### src/rtl/quaternion_normalizer_top_assert.svh
// assertion macros for the quaternion normalizer
`ifndef QUATERNION_NORMALIZER_TOP_ASSERT_SVH
`define QUATERNION_NORMALIZER_TOP_ASSERT_SVH

// antecedent implies consequent in the same cycle
`define QN_ASSERT_NOW(name, clk_i, rstn_i, ante, cons, msg) \
	name: assert property (@(posedge clk_i) disable iff (!rstn_i) (ante) |-> (cons)) \
		else $error(msg);

// antecedent implies consequent in the next cycle
`define QN_ASSERT_NEXT(name, clk_i, rstn_i, ante, cons, msg) \
	name: assert property (@(posedge clk_i) disable iff (!rstn_i) (ante) |=> (cons)) \
		else $error(msg);

`endif

### src/rtl/qnorm_pkg.sv
// shared types, constants and the seed table of the quaternion normalizer
`default_nettype none

package qnorm_pkg;

	typedef logic signed [15:0] comp_t;
	typedef logic [30:0] sq_t;

	typedef struct packed {
		logic [31:0] m;
		logic [31:0] y;
		logic [5:0]  sh;
		logic        zero;
	} nstate_t;

	typedef struct packed {
		comp_t unit_a;
		comp_t unit_b;
		comp_t unit_c;
		comp_t unit_d;
		logic  zero_norm;
	} result_t;

	localparam logic [33:0] THREE_Q30 = 34'h0_C000_0000;
	localparam logic [30:0] UNIT_MAX  = 31'd16384;
	localparam logic [15:0] UNIT_ONE  = 16'd16384;
	localparam logic [5:0]  SH_BASE   = 6'd31;
	localparam logic [5:0]  SH_WIDE   = 6'd32;

	// 1/sqrt seed in q0.16, indexed by the top three bits of the mantissa
	function automatic logic [15:0] seed_q16(input logic [2:0] idx);
		logic [15:0] v;
		case (idx)
			3'd0:    v = 16'd65535;
			3'd1:    v = 16'd65535;
			3'd2:    v = 16'd59218;
			3'd3:    v = 16'd49797;
			3'd4:    v = 16'd43827;
			3'd5:    v = 16'd39602;
			3'd6:    v = 16'd36407;
			3'd7:    v = 16'd33880;
			default: v = 16'd65535;
		endcase
		return v;
	endfunction

endpackage

`default_nettype wire

### src/rtl/qnorm_lane.sv
// one component lane: square on entry, scale, round and saturate on exit
`default_nettype none

module qnorm_lane import qnorm_pkg::*; #(
	parameter int DLY = 1
) (
	input  wire logic        clk,
	input  wire logic        en,
	input  wire comp_t       comp,
	output sq_t              sq,
	input  wire logic [31:0] y,
	input  wire logic [5:0]  sh,
	input  wire logic        zero,
	output comp_t            unit,
	output logic             zero_o
);

	logic signed [31:0] prod_sq;
	comp_t              comp_s1;
	sq_t                sq_s1;
	comp_t              dly_q [DLY];

	comp_t       comp_al;
	logic        neg_al;
	logic [15:0] mag_al;

	logic [47:0] scl_prod_s1;
	logic        scl_neg_s1;
	comp_t       scl_comp_s1;
	logic [5:0]  scl_sh_s1;
	logic        scl_zero_s1;

	logic [47:0] bias;
	logic [47:0] rsum;
	logic [47:0] shifted;

	logic [30:0] scl_rnd_s2;
	logic        scl_neg_s2;
	comp_t       scl_comp_s2;
	logic        scl_zero_s2;

	logic [15:0] mag_o;
	logic [15:0] res;

	assign prod_sq = comp * comp;

	always_ff @(posedge clk) begin
		if (en) begin
			comp_s1 <= comp;
			sq_s1   <= prod_sq[30:0];
			dly_q[0] <= comp_s1;
			for (int i = 1; i < DLY; i++) begin
				dly_q[i] <= dly_q[i-1];
			end
		end
	end

	assign sq = sq_s1;

	assign comp_al = dly_q[DLY-1];
	assign neg_al  = comp_al[15];
	assign mag_al  = neg_al ? (16'd0 - $unsigned(comp_al)) : $unsigned(comp_al);

	always_ff @(posedge clk) begin
		if (en) begin
			scl_prod_s1 <= mag_al * y;
			scl_neg_s1  <= neg_al;
			scl_comp_s1 <= comp_al;
			scl_sh_s1   <= sh;
			scl_zero_s1 <= zero;
		end
	end

	// round half away from zero on the magnitude
	assign bias    = 48'd1 << (scl_sh_s1 - 6'd1);
	assign rsum    = scl_prod_s1 + bias;
	assign shifted = rsum >> scl_sh_s1;

	always_ff @(posedge clk) begin
		if (en) begin
			scl_rnd_s2  <= shifted[30:0];
			scl_neg_s2  <= scl_neg_s1;
			scl_comp_s2 <= scl_comp_s1;
			scl_zero_s2 <= scl_zero_s1;
		end
	end

	always_comb begin
		mag_o = (scl_rnd_s2 > UNIT_MAX) ? UNIT_ONE : scl_rnd_s2[15:0];
		if (scl_zero_s2) begin
			res = $unsigned(scl_comp_s2);
		end else if (scl_neg_s2) begin
			res = 16'd0 - mag_o;
		end else begin
			res = mag_o;
		end
	end

	assign unit   = $signed(res);
	assign zero_o = scl_zero_s2;

endmodule

`default_nettype wire

### config.mk
export PLATFORM = sky130hd
export DESIGN_NAME = qnorm_lane
export DESIGN_NICKNAME = d
export VERILOG_FILES = /design/src/rtl/quaternion_normalizer_top_assert.svh /design/src/rtl/qnorm_pkg.sv /design/src/rtl/qnorm_lane.sv
export SDC_FILE = /design/constraint.sdc
export NUM_CORES = 2
export LEC_CHECK = 0
export BUFFER_PORTS_ARGS = -buffer_cell sky130_fd_sc_hd__clkbuf_2
export CAP_MARGIN = 20
export CORE_ASPECT_RATIO = 0.6
export CORE_MARGIN = 2
export CORE_UTILIZATION = 57
export CTS_BUF_LIST = sky130_fd_sc_hd__clkbuf_4 sky130_fd_sc_hd__clkbuf_8 sky130_fd_sc_hd__clkbuf_16
export DETAILED_ROUTE_END_ITERATION = 16
export GPL_TIMING_DRIVEN = 0
export PLACE_DENSITY = 0.74
export SETUP_SLACK_MARGIN = 0.2
export SYNTH_ARGS = -nofsm -noshare
export SYNTH_HDL_FRONTEND = slang
export SYNTH_SLANG_ARGS = --single-unit
### constraint.sdc
create_clock -name clk -period 16.4 [get_ports clk]
set_input_delay 1.64 -clock clk [delete_from_list [all_inputs] [get_ports clk]]
set_output_delay 1.64 -clock clk [all_outputs]
set_load 0.05 [all_outputs]
==> summary.md <==
| Metric | Value |
|---|---|
| Layout cells sized above 1 | `6.72%` |
| Area after DPL | `roughly 0.04 mm2` |
| Core box area | `0.0663 mm2` |
| Starting Density | `57.7%` |
| CP max stage cell | `xor2_1` |
| Via count | `31.9k` |
| Chip width | `roughly 340 um` |
| Post-Syn Instances | `approximately 4.2k` |
| Filler cells | `5,829` |
| R2r setup slk | `5.25 ns` |
| Std cell rows | `73` |
| Vias per cell | `6.04` |
| Data required, critical path | `16.64 ns` |
| Post-synth EDFFs | `180` |
| Area grow syn2layout | `6.12%` |
| Number of I/O port buffers | `roughly 100` |
| Critical path type | `reg -> reg` |
| Total global-route track usage | `36.7%` |
| Critical Path Max Stage Delay | `0.86 ns` |
| Avg Inst Size Synth | `9.00 um2` |
| Final nets | `5,336` |
| Post-CTS sizing | `0` |
| F_max | `89.7 MHz` |
| Worst setup EP type | `flip-flop` |
| DRT Pass-1 Iters | `8` |
| Post-CTS Setup Bufs | `0` |
| WHS Endpoint | `dly_q[0][12]` |
| Global-route wire length before repair | `roughly 190,000 um` |
| Die Y | `roughly 200 um` |
| Multi-input gate area | `0.0288 mm2` |
| Routability Congestion | `1.05` |
| Clock Latency Late Sink | `0.50 ns` |
| CP max FO | `10` |
| Final Skew | `0.0212 ns` |
| Unrepaired setup endpoints after global routing | `false` |
| Status | `completed` |
| Seq cells post-synth | `180` |
| Die area | `0.0692 mm2` |
| Crit path buffers/inverters | `7` |
| Crit path arrival time | `11.39 ns` |
| Minimum clock period | `about 11 ns` |
| Ys Warns | `0` |
| Iteration-0 DRC Markers | `4,193` |
| Worst rel slew slack | `13.6%` |
| CTS Root Buffer Type | `clkbuf_16` |
| Syn nets | `5,207` |
| Min-delay src | `comp_s1[12]` |
| Finished Cell Area | `0.0406 mm2` |
| CTS HTree Levels | `4` |
| R2R Path End | `scl_prod_s1[40]` |
| Hold buffers post-CTS | `0` |
| Drt drc | `0` |
| Routed wire length | `124,000 um` |
| Register area | `approximately 0.0054 mm2` |
| Hold Path Stages | `0` |
| CTS tree | `yes` |
| Worst path top cell family by delay | `adder cells` |
| Critical Path Start Type | `flip-flop` |
| Final setup fails | `0` |
| Sequential area share after synthesis | `between 10% and 20%` |
| TritonCTS Buffers | `17` |
| Vias in the first global route | `31.6k` |
| Post-DRT Antenna Nets | `0` |
| Grt total ovfl | `0` |
| Slew @ Worst Pin | `1.29 ns` |
| Cell variety after synth | `109` |
| Crit share post-route | `68.0%` |
| Post-synth ARST share | `0%` |
| Worst-path clk slew | `about 0.080 ns` |
| Synth Flop Type | `edfxtp_1` |
| Fin. Hold Viols | `0` |
| # Max-Cap Violations | `0` |
| CTS Buffer Depth | `2` |
| Clock Sinks | `180` |
| Ports | `105` |
| Worst r2r src | `dly_q[0][0]` |
| Most frequent cells in the layout | `inv_1 (838), fa_1 (651), nand2_1 (592)` |
| Initial antenna violation count | `3` |
| Post-Syn Area | `around 0.038 mm2` |
| Final Max Slew Viols | `0` |
| Worst hold margin | `0.417 ns` |
| Commonest non-fill, non-tap cell in the layout | `inv_1` |
| Hold Crit Class | `reg -> reg` |
| Reg2reg path depth | `31` |
| Pin count of the biggest net entering global routing | `119` |
| Routed wire length per instance | `23.3 um` |
| Fin Setup TNS | `0 ns` |
| Fin util | `around three fifths` |
| CP most frequent cell | `fa_1` |
| Post-DP HPWL | `just over 100,000 um` |
==> Yosys cell counts, drive strengths merged (24+ instances only) <==
library cell,number,area (um2)
a211oi,42,368
o21ai,126,679
buf,40,234
nor3,39,210
o31ai,29,246
nand4,37,231
a21o,53,402
mux2,24,274
a31oi,26,175
mux2i,55,551
inv,840,3150
edfxtp,180,5410
and2,214,1340
nand3,47,235
nand2,598,2270
xnor2,100,876
ha,251,3140
xor2,38,340
nor2,214,816
fa,651,13000
a21oi,159,826
clkbuf,156,686
==> per-stage QoR <==
step | worst slack, ns | cells
floorplan | 8.43 | 4248
global placement | 5.18 | 5251
detailed placement | 5.73 | 5257
CTS | 5.69 | 5289
global route | 4.97 | 5290
finish | 5.25 | 5292
==> final cells by class <==
class | instances | area share [%]
sequential | 180 | 13.3
antenna | 2 | 0.0123
inverter | 841 | 7.78
clock buffer | 17 | 1.05
buffer | 196 | 2.27
tap | 900 | 2.78
clock inverter | 15 | 0.423
multi-input combinational | 3031 | 70.9
timing repair buffer | 110 | 1.48
==> metal layers <==
metal | track usage (%) | part of all wire [%]
met3 | 16.1 | 17
met2 | 46.4 | 37
met4 | 6.35 | 1.5
met5 | 0.417 | 0.067
met1 | 57.2 | 45
==> how the worst max path moves through the flow <==
stage,from,to,slack [ns],cells past startpoint
after global placement,dly_q[0][0],scl_prod_s1[40],5.18,28
after detailed placement,dly_q[0][0],scl_prod_s1[40],5.73,33
after global routing,dly_q[0][0],scl_prod_s1[40],4.97,33
after floorplan,dly_q[0][0],scl_prod_s1[40],8.43,30
final,dly_q[0][0],scl_prod_s1[40],5.25,31
after CTS,dly_q[0][0],scl_prod_s1[40],5.69,33
==> cells by family (layout without fill, tap and decap cells) <==
family | count (synthesis) | in the layout | synth area share, %
AOI/OAI and AO/OA | 634 | 634 | 11.5
xor gates and xnor gates | 138 | 138 | 3.18
adders and majority gates | 902 | 902 | 42.3
buffers and inverters | 1037 | 1179 | 10.7
DFF | 180 | 180 | 14.1
muxes | 88 | 88 | 2.69
other | 1 | 3 | 0.00981
and+or+nand+nor | 1268 | 1268 | 15.5
==> sequential cells by signal, summed over array words and instances, names as in the netlist <==
name	count
scl_comp_s1	15
scl_neg_s2	1
scl_neg_s1	1
scl_comp_s2	15
scl_zero_s1	1
scl_sh_s1	6
sq	29
scl_rnd_s2	31
scl_prod_s1	48
dly_q	16
comp_s1	16
zero_o	1
Power is left out: the tool's default activity adds up to more than one toggle a clock period on the data nets, which glitch-free logic cannot reach.
